## src/design/assert_macros.svh

```systemverilog
// Assertion macros shared by the memory mapped data bus RTL.
// Both macros assume a clock named clk and an active-low reset named rst_n.
`ifndef ASSERT_MACROS_SVH
`define ASSERT_MACROS_SVH

// Same-cycle implication, checked outside reset.
`define MMDB_ASSERT_IMPL(lbl, ante, cons) \
  lbl: assert property (@(posedge clk) disable iff (!rst_n) (ante) |-> (cons)) \
    else $error("assertion failed");

// Next-cycle implication, checked outside reset.
`define MMDB_ASSERT_NEXT(lbl, ante, cons) \
  lbl: assert property (@(posedge clk) disable iff (!rst_n) (ante) |=> (cons)) \
    else $error("assertion failed");

`endif

```

## src/design/mmdb_pkg.sv

```systemverilog
// Package for the memory mapped data bus: codes, sizes and the request structs.
// No dependencies.
`timescale 1ns / 1ps

package mmdb_pkg;

  localparam int RAM_SIZE  = 32768;
  localparam int TERM_SIZE = 512;
  localparam int RAM_WORDS = RAM_SIZE / 4;
  localparam int RAM_AW    = $clog2(RAM_WORDS);

  localparam int OFF_W   = 16;
  localparam int TOFF_W  = 9;
  localparam int DATA_W  = 32;

  localparam logic       CMD_READ  = 1'b0;
  localparam logic       CMD_WRITE = 1'b1;

  localparam logic [1:0] SIZE_BYTE = 2'd0;
  localparam logic [1:0] SIZE_HALF = 2'd1;
  localparam logic [1:0] SIZE_WORD = 2'd2;
  localparam logic [1:0] SIZE_BAD  = 2'd3;

  localparam logic [3:0] REGION_RAM  = 4'h8;
  localparam logic [3:0] REGION_TERM = 4'h9;

  localparam logic [OFF_W:0] LIM_BYTE = (OFF_W + 1)'(RAM_SIZE - 1);
  localparam logic [OFF_W:0] LIM_HALF = (OFF_W + 1)'(RAM_SIZE - 2);
  localparam logic [OFF_W:0] LIM_WORD = (OFF_W + 1)'(RAM_SIZE - 4);
  localparam logic [OFF_W:0] LIM_TERM = (OFF_W + 1)'(TERM_SIZE);

  typedef struct packed {
    logic              en;
    logic              we;
    logic [RAM_AW-1:0] addr;
    logic [3:0]        be;
    logic [DATA_W-1:0] wdata;
  } ram_req_t;

  typedef struct packed {
    logic              ram_rd;
    logic [1:0]        size;
    logic [1:0]        lane;
    logic [DATA_W-1:0] fixed_data;
    logic              range_error;
    logic              slave_error;
    logic              term_valid;
    logic [TOFF_W-1:0] term_offset;
    logic [7:0]        term_data;
  } resp_t;

endpackage

```

## src/design/mmdb_decode.sv

```systemverilog
// Request decoder: region select, range checks, RAM lane enables and response fields.
// Depends on mmdb_pkg.
`timescale 1ns / 1ps

module mmdb_decode
  import mmdb_pkg::*;
(
  input  logic              cmd,
  input  logic [1:0]        access_size,
  input  logic [31:0]       address,
  input  logic [DATA_W-1:0] write_data,
  output ram_req_t          ram_req,
  output resp_t             resp
);

  logic [3:0]       region;
  logic [OFF_W:0]   off;
  logic             ram_hit;
  logic             term_hit;
  logic             ram_err;
  logic [OFF_W-1:0] ram_off;
  logic [OFF_W:0]   toff_full;
  logic             term_err;
  logic [OFF_W-1:0] term_off;
  logic [OFF_W-1:0] acc_off;
  logic [3:0]       be;
  logic [DATA_W-1:0] wdata_lanes;

  always_comb begin
    region   = address[31:28];
    off      = {1'b0, address[OFF_W-1:0]};
    ram_hit  = (region == REGION_RAM) && (access_size != SIZE_BAD);
    term_hit = (region == REGION_TERM) && (access_size == SIZE_BYTE);

    unique case (access_size)
      SIZE_BYTE: ram_err = off > LIM_BYTE;
      SIZE_HALF: ram_err = off > LIM_HALF;
      default:   ram_err = off > LIM_WORD;
    endcase
    ram_off = ram_err ? '0 : off[OFF_W-1:0];
    unique case (access_size)
      SIZE_HALF: ram_off[0] = 1'b0;
      SIZE_WORD: ram_off[1:0] = 2'b00;
      default:   ram_off = ram_off;
    endcase

    toff_full = (cmd == CMD_WRITE) ? off : {2'b00, address[14:0]};
    term_err  = toff_full >= LIM_TERM;
    term_off  = term_err ? '0 : toff_full[OFF_W-1:0];

    acc_off = term_hit ? term_off : ram_off;

    unique case (access_size)
      SIZE_BYTE: begin
        be          = 4'b0001 << acc_off[1:0];
        wdata_lanes = {4{write_data[7:0]}};
      end
      SIZE_HALF: begin
        be          = acc_off[1] ? 4'b1100 : 4'b0011;
        wdata_lanes = {2{write_data[15:0]}};
      end
      default: begin
        be          = 4'b1111;
        wdata_lanes = write_data;
      end
    endcase

    ram_req.en    = ram_hit || (term_hit && (cmd == CMD_READ));
    ram_req.we    = ram_hit && (cmd == CMD_WRITE);
    ram_req.addr  = acc_off[RAM_AW+1:2];
    ram_req.be    = be;
    ram_req.wdata = wdata_lanes;

    resp.ram_rd      = (ram_hit || term_hit) && (cmd == CMD_READ);
    resp.size        = access_size;
    resp.lane        = acc_off[1:0];
    resp.range_error = (ram_hit && ram_err) || (term_hit && term_err);
    resp.slave_error = !(ram_hit || term_hit);
    resp.term_valid  = term_hit && (cmd == CMD_WRITE);
    resp.term_offset = resp.term_valid ? term_off[TOFF_W-1:0] : '0;
    resp.term_data   = resp.term_valid ? write_data[7:0] : '0;

    if (resp.slave_error && (cmd == CMD_READ)) begin
      unique case (access_size)
        SIZE_BYTE: resp.fixed_data = 32'h0000_00FF;
        SIZE_HALF: resp.fixed_data = 32'h0000_FFFF;
        default:   resp.fixed_data = 32'hFFFF_FFFF;
      endcase
    end else begin
      resp.fixed_data = '0;
    end
  end

endmodule
```

## config.mk

```make
export PLATFORM = sky130hd
export DESIGN_NAME = mmdb_decode
export DESIGN_NICKNAME = d
export VERILOG_FILES = /design/src/design/assert_macros.svh /design/src/design/mmdb_pkg.sv /design/src/design/mmdb_decode.sv
export SDC_FILE = /design/constraint.sdc
export NUM_CORES = 1
export LEC_CHECK = 0
export BUFFER_PORTS_ARGS = -buffer_cell sky130_fd_sc_hd__buf_2
export CAP_MARGIN = 10
export CELL_PAD_IN_SITES_DETAIL_PLACEMENT = 0
export CELL_PAD_IN_SITES_GLOBAL_PLACEMENT = 1
export CORE_MARGIN = 2
export CORE_UTILIZATION = 19
export DETAILED_ROUTE_END_ITERATION = 8
export PLACE_DENSITY = 0.88
export SYNTH_ARGS = -nofsm -noshare
export SYNTH_HDL_FRONTEND = slang
export SYNTH_SLANG_ARGS = --single-unit
```

## constraint.sdc

```tcl
create_clock -name vclk -period 5.7
set_clock_uncertainty 0.1 [all_clocks]
set_input_delay 0.285 -clock vclk [all_inputs]
set_output_delay 0.285 -clock vclk [all_outputs]
set_load 0.005 [all_outputs]
```

# Word level (Yosys, flattened, before mapping)
# Cells that the tools add are included.
# W data, S select, Z words.
[totals]
out_inout_bits = 108
elab_cells = 40
ff_bits = 0
[op_classes]
n_shift = 1
eq_ne = 5
n_mux = 14
bitwise = 1
magnitude_cmp = 4
n_reduce_logical = 15
[op_table]
columns = ["cell", "n"]
rows = [
  ["$pmux W32 S2", 2],
  ["$gt A16 B15 Y1 const B", 3],
  ["$mux W15", 3],
  ["$mux W32", 1],
  ["$ge A16 B10 Y1 const B", 1],
  ["$mux W16", 1],
  ["$logic_and A1 B1 Y1", 9],
  ["$mux W9", 1],
  ["$eq A4 B4 Y1 const B", 2],
  ["$mux W8", 1],
  ["$pmux W4 S2", 1],
  ["$mux W4", 1],
  ["$shl A1 B2 Y4 const A", 1],
  ["$logic_or A1 B1 Y1", 3],
  ["$eq A2 B1 Y1 const B", 1],
  ["$eq A2 B2 Y1 const B", 1],
  ["$logic_not A2 Y1", 1],
  ["$mux W1", 2],
  ["$ne A2 B2 Y1 const B", 1],
  ["$pmux W1 S2", 1],
  ["$reduce_or A2 Y1", 1],
  ["$logic_not A1 Y1", 1],
  ["$not A1 Y1", 1],
]

# Logic depth before layout (Yosys ltp)
# Gate-level depths: netlist of run 1.
[depth]
word_depth = 7
ltp_mapped = 7
ltp_nobuf = 7

# Least setup slack after synthesis of run 1
# Ideal clock, no wire load.
[synth_path]
kind = "input port to output port"
startpoint = "in access_size[0]"
endpoint = "out resp[37] (netlist bit)"
required_ps = 5315
setup_slack_ps = 2902
n_path_buf = 2
path_stages = 5
arrival_time_ps = 2413
cell_sequence = "inv_1 ha_1 clkbuf_1 nor4_1 buf_4"
[synth_rtl]
columns = ["element", "line", "rtl"]
rows = [
  ["from (decl)", "mmdb_decode.sv:9", "input logic [1:0] access_size,"],
  ["to (decl)", "mmdb_decode.sv:13", "output resp_t resp"],
]

==> results of run 1 <==
[critical path, stage by stage]
cell	delay, ns
buf_2	0.11
inv_1	0.06
ha_1	0.18
buf_4	0.21
nand2b_1	0.41
o2111a_1	0.32
a31oi_2	0.17
a21oi_2	0.35
nor2b_1	0.09
buf_2	0.14
[stage by stage]
| stage | hold slack (ns) | util, % |
|---|---|---|
| 2_1_floorplan | 0.551 | - |
| 3_3_place_gp | 0.692 | 29.8 |
| 3_5_place_dp | 0.693 | 29.8 |
| 4_1_cts | 0.695 | 29.8 |
| 5_1_grt | 0.706 | 29.8 |
| 6_report | 0.692 | 29.8 |
[power groups by stage]
| stage | combinational [uW] | sequential [uW] | clock [uW] |
|---|---|---|---|
| 2_1_floorplan | 77.1 | 0 | 0 |
| 3_3_place_gp | 127 | 0 | 0 |
| 3_5_place_dp | 127 | 0 | 0 |
| 4_1_cts | 128 | 0 | 0 |
| 5_1_grt | 143 | 0 | 0 |
| 6_report | 126 | 0 | 0 |
[layout make-up]
| cell class | instances | share of cell area, % |
|---|---|---|
| well taps | 75 | 5.35 |
| repair buffers | 165 | 47.3 |
| inverters | 3 | 0.641 |
| multi-input cells | 115 | 46.7 |
[per-layer routing]
metal / routed length, um / global-route usage, % / vias up
li1: - / - / 783
met1: 1990 / 15.2 / 702
met2: 2320 / 22.4 / 76
met3: 291 / 0.659 / 0
met4: 0 / 0 / 0
met5: 0 / 0 / -
[layout by cell type (no fill, tap or decap), types with 2 or more instances in the layout]
cell type  count
ha_1           4
a22o_1         9
nand3_2        2
nor3_1         2
inv_1          3
mux2_2         8
nor4b_1        2
nand4_1        2
nand2b_1       2
nor2_2         2
and3_1        15
buf_4          2
buf_2        163
nor2b_1        7
nor2_1         4
a22oi_1        9
nand2_1       18
and2_1        11
a2bb2oi_1      2
[how the worst min path moves through the flow]
| stage | start | endpoint | slack (ns) | cells after the start |
|---|---|---|---|---|
| after floorplan | write_data[0] | ram_req[0] | 0.55 | 1 |
| after global placement | access_size[1] | resp[55] | 0.69 | 2 |
| after detailed placement | access_size[1] | resp[55] | 0.69 | 2 |
| after CTS | access_size[1] | resp[55] | 0.69 | 2 |
| after global routing | access_size[1] | resp[55] | 0.71 | 2 |
| final | access_size[1] | resp[55] | 0.69 | 2 |
[logic make-up (layout without fill, tap and decap cells)]
logic type	count (synthesis)	in the layout	synth area share (%)
buffers and inverters	49	168	28.9
and+or+nand+nor	74	74	37.2
AOI/OAI and AO/OA	29	29	21.7
muxes	8	8	7.88
adders and majority gates	4	4	4.38
==> run metrics, run 1 <==
first-pass GRT wire length 6260 um; PostCTS Resize Cnt 0; postcts setup bufs 0; WP data arrival 2.33 ns; IO Pins 175; maxcap violations 0; fin cells 358; status finished, final reports clean; initial antenna violation count 0; Routed WL 4610 um; gpl congestion 0.690; Unique masters post-synth 34; Commonest cells post-synth buf_4 (39), nand2_1 (18), and3_1 (15); Hold Crit Class in -> out; Seq/Total Area, Yosys 0%; row cnt 28; Total Routing Usage GR 11.7%; first-pass detailed-route iteration total 4; Pins Over Slew Limit 0; unrepaired setup endpoints after global routing false; Post-Place Cells 358; Yosys top cell area share 25.6%; drt first-iter violations 38; Max VDD drop 26.3 uV; CP Launch Point access_size[0]; largest net degree at the start of global routing 24; WL per Instance 12.9 um; clk_buf instances 0; Final #Nets 356; Worst Path Required 5.32 ns; final setup violation count 0; Avg Inst Size Synth 6.97 um^2; static leakage 0.00111 uW; Antenna Nets Post-Route 0; Fillers 652; CTS Hold Bufs 0; most frequent cell after synthesis buf_4; Final Cell Area 1760 um^2; pre-CTS WS 2.96 ns; Initial Util 19.4%; minimum clock period 2.71 ns; Ys Warns 0; crit end category primary output; final period utilization 47.6%; DIE WIDTH 81.6 um; type of origin of the critical path input port; vias in the first global route 1255; CP max FO 23; FMAX 0.369 GHz; Int Pwr 64.6 uW; Multi-input gate area 820 um^2; cell area power density 72.0 nW/um^2; layout cells sized above 1 65.0%; area leader, netlist buf_4; Crit Path Class in -> out; Logic pwr share 100.0%; measured slew at the worst slew-check pin 0.996 ns; Port Buf Inserts 163; DP Area 1760 um^2; via count 1561; Switching Share 48.9%; Seq pwr share 0%; syn_nets 235; # diodes 0; area grow syn2layout 53.5%; core box area 5890 um^2; Mapped Cells 164; Post-Syn Area 1140 um^2; Final Power 126 uW; via/cell ratio 4.36; P_sw 61.8 uW; Setup WS post-layout 2.99 ns; cells taking the most area after synthesis buf_4 (26%), and3_1 (8.2%), mux2_2 (7.9%); Fin. Hold Viols 0; dpl hpwl 3780 um; FF/Latch Area 0 um^2; slew margin rel. 33.5%; die area 6660 um^2; Clock Power Share 0%; sequential cells 0; Die Height 81.6 um; Remaining DRCs 0; total grt overflow 0; setup TNS 0 ns; Worst setup endpoint ram_req[41]
(Power assumes the default switching activity.)
==> run 2, diff against run 1 <==
CORE_UTILIZATION = 16   (was 19)
PLACE_DENSITY = 0.79   (was 0.88)
clock period = 2.4 ns   (was 5.7 ns; I/O delays follow)
==> run 2 against run 1 <==
Compared with the run above: setup slack lost 2.6 ns; cell area increased by 4.5%; non-clock buffer count rose by 7; core utilization down 3.1 points; sequential share of layout area unchanged; largest cell class unchanged; largest power group unchanged.
==> run metrics, run 2 (same netlist as run 1, synthesis figures left out) <==
Remaining DRCs 0; Hold Crit Endpoint ram_req[3]; die area 7840 um^2; vias in the first global route 1295; final setup violation count 0; total grt overflow 0; minimum clock period 1.98 ns; CP Launch Point access_size[1]; IO Pins 175; Worst Path Required 2.18 ns; status finished, final reports clean; first-pass GRT wire length 6600 um; postcts setup bufs 0; unrepaired setup endpoints after global routing false; setup TNS 0 ns; CP max FO 5; dpl hpwl 4210 um; worst hold path depth 2; Die Height 88.5 um; Pins Over Slew Limit 0; Port Buf Inserts 163; CTS Hold Bufs 0; measured slew at the worst slew-check pin 0.538 ns; static leakage 0.00115 uW; initial antenna violation count 0; final period utilization 82.6%; cell area power density 169 nW/um^2; Initial Util 16.6%; FMAX 0.504 GHz; WP data arrival 1.76 ns; Final Hold Slack 0.367 ns; Fin. Hold Viols 0; highest-count cells in the layout ignoring fill and taps buf_2 (163), nand2_1 (18), and3_1 (15); drt first-iter violations 53; DIE WIDTH 88.5 um; Routed WL 4890 um; row cnt 30; slew margin rel. 63.9%; area grow syn2layout 60.4%; PostCTS Resize Cnt 0; core box area 6870 um^2; Final #Nets 363; gpl congestion 0.779; Antenna Nets Post-Route 0; type of origin of the critical path input port; Hold Crit Class in -> out; # diodes 0; maxcap violations 0; sequential cells 0; largest net degree at the start of global routing 18; crit end category primary output; WL per Instance 12.7 um; via/cell ratio 4.22; Max VDD drop 30.8 uV; Total Routing Usage GR 10.4%; HP Start write_data[3]; Crit Path Class in -> out; layout cells sized above 1 65.9%; clk_buf instances 0; via count 1628; first-pass detailed-route iteration total 6; leading cell type in the layout, fill and taps excluded buf_2; FF/Latch Area 0 um^2
==> run 2: worst max-delay path by stage <==
stage               depth (start not counted)  slack (ns)     endpoint
floorplan                                   5        0.44     resp[37]
global placement                            9        0.44  ram_req[32]
detailed placement                          9        0.40  ram_req[32]
CTS                                         9        0.39  ram_req[32]
global route                                9        0.26  ram_req[32]
finish                                      9        0.42  ram_req[32]
==> run 2: cell type report <==
cell class | instances | area, um^2
fillers | 810 | 5030
repair buffers | 172 | 883
inverters | 3 | 11.3
well taps | 96 | 120
multi-input cells | 115 | 820
==> run 2: report_power, final <==
group,leakage (uW),internal [uW],switching [uW]
combinational,0.00115,160,149
sequential,0,0,0
clock,0,0,0
==> run 2: critical path, stage by stage <==
cell,delay [ns]
buf_2,0.13
inv_1,0.08
ha_1,0.26
nand2b_1,0.17
o2111a_1,0.26
nand3_2,0.12
a22oi_2,0.27
a2bb2oi_1,0.21
buf_2,0.15
==> run 2: routing by layer <==
metal / track usage, % / share of wire, % / vias up
li1: - / - / 800
met1: 13.6 / 41 / 753
met2: 19.3 / 53 / 71
met3: 0.560 / 5.4 / 4
met4: 1.10 / 1.1 / 0
met5: 0 / 0 / -
==> run 2: per-stage QoR <==
step / setup WS (ns) / util, % / cells / instance area [um^2] / total power (uW)
5_1_grt: 0.259 / 26.7 / 386 / 1830 / 347
4_1_cts: 0.391 / 26.7 / 386 / 1830 / 315
6_report: 0.418 / 26.7 / 386 / 1830 / 309
2_1_floorplan: 0.442 / - / 164 / 1150 / 183
3_3_place_gp: 0.443 / 26.7 / 386 / 1830 / 312
3_5_place_dp: 0.404 / 26.7 / 386 / 1830 / 314
==> run 3, diff against run 2 <==
CORE_UTILIZATION = 17   (was 16)
PLACE_DENSITY = 0.8   (was 0.79)
clock period = 2 ns   (was 2.4 ns; I/O delays follow)
==> run 3 against run 2 <==
Compared with the run above: wire length shrank 1.9%; setup slack lost 0.25 ns; via count shrank 1.7%; largest power group unchanged; combinational power grew 23%; non-clock buffer count grew 4.
==> run metrics, run 3 (same netlist as run 1, synthesis figures left out) <==
slew margin rel. 54.7%; # diodes 0; Fillers 721; total grt overflow 0; unrepaired setup endpoints after global routing false; Post-Place Cells 371; sequential cells 0; WP data arrival 1.63 ns; Pins Over Slew Limit 0; via/cell ratio 4.32; type of origin of the critical path input port; Port Buf Inserts 163; WL per Instance 12.9 um; FMAX 0.547 GHz; measured slew at the worst slew-check pin 0.674 ns; core box area 6420 um^2; layout cells sized above 1 67.0%; gpl congestion 0.693; Antenna Nets Post-Route 0; die area 7400 um^2; clk_buf instances 0; via count 1601; status finished, final reports clean; Remaining DRCs 0; worst hold path depth 2; IO Pins 175; met1 Use GR 15.0%; Multi-input gate area 827 um^2; DIE WIDTH 86.0 um; area grow syn2layout 62.7%; global route hottest layer met2; CP max FO 5; drt first-iter violations 46; PostCTS Resize Cnt 0; HP Start access_size[1]; Final #Nets 367; first-pass GRT wire length 7050 um; Total Routing Usage GR 11.5%; final setup violation count 0; leading cell type in the layout, fill and taps excluded buf_2; Hold Crit Endpoint resp[55]; highest-count cells in the layout ignoring fill and taps buf_2 (163), nand2_1 (18), and3_1 (14); final period utilization 91.4%; minimum clock period 1.83 ns; fin cells 371; Fin. Hold Viols 0; CTS Hold Bufs 0; crit end category primary output; row cnt 29; largest net degree at the start of global routing 20; postcts setup bufs 0; cell area power density 205 nW/um^2; met2 Resource Use GR 21.5%; Hold Crit Class in -> out; initial antenna violation count 0; dpl hpwl 4110 um; Worst Path Required 1.80 ns; vias in the first global route 1370; Routed WL 4800 um; first-pass detailed-route iteration total 4; Initial Util 17.8%; Crit Path Class in -> out; M3 GR Usage 0.481%; Max VDD drop 56.8 uV; maxcap violations 0; FF/Latch Area 0 um^2; static leakage 0.00118 uW; Die Height 86.0 um; setup TNS 0 ns
==> run 3: cell types whose count changed in the layout (fill, tap and decap cells not counted), sizes merged <==
cell  before  now
buf      172  176
==> run 3: report_power, final <==
part / switching, uW / total (uW) / internal (uW)
clock network: 0 / 0 / 0
registers: 0 / 0 / 0
logic: 179 / 381 / 202
total: 179 / 381 / 202
==> run 3: final cells by class <==
class,count,share of cell area (%)
timing repair buffer,176,49.8
multi-input combinational,115,44.5
tap,77,5.18
inverter,3,0.605
==> run 3: critical path, stage by stage <==
cell and delay, ns:
buf_2 0.11, inv_1 0.06, ha_1 0.26, nand2b_1 0.12, o2111a_1 0.25, nand3_2 0.12, a22o_2 0.28, a22oi_1 0.19
buf_2 0.14
==> run 3: layer usage <==
metal  up-vias  routed length [um]
li1        806                   -
met1       724                1980
met2        69                2540
met3         2                 260
met4         0                  19
met5         -                   0
==> run 3: worst max path at each step <==
stage | to | start | cells after the start | slack (ns)
5_1_grt | ram_req[32] | access_size[0] | 9 | 0.04
3_3_place_gp | resp[9] | access_size[0] | 8 | 0.21
4_1_cts | ram_req[33] | access_size[0] | 9 | 0.13
3_5_place_dp | ram_req[33] | access_size[0] | 9 | 0.14
6_report | ram_req[33] | access_size[0] | 9 | 0.17
2_1_floorplan | resp[37] | access_size[0] | 5 | 0.08
==> run 3: metrics by stage <==
stage / total power [uW] / worst slack [ns] / instance area [um^2] / hold slack [ns] / util [%]
6_report: 381 / 0.171 / 1860 / 0.322 / 29.0
2_1_floorplan: 220 / 0.0825 / 1150 / 0.181 / -
4_1_cts: 385 / 0.128 / 1850 / 0.323 / 28.9
3_5_place_dp: 384 / 0.139 / 1850 / 0.322 / 28.9
5_1_grt: 421 / 0.0366 / 1860 / 0.338 / 29.0
3_3_place_gp: 380 / 0.207 / 1850 / 0.322 / 28.9
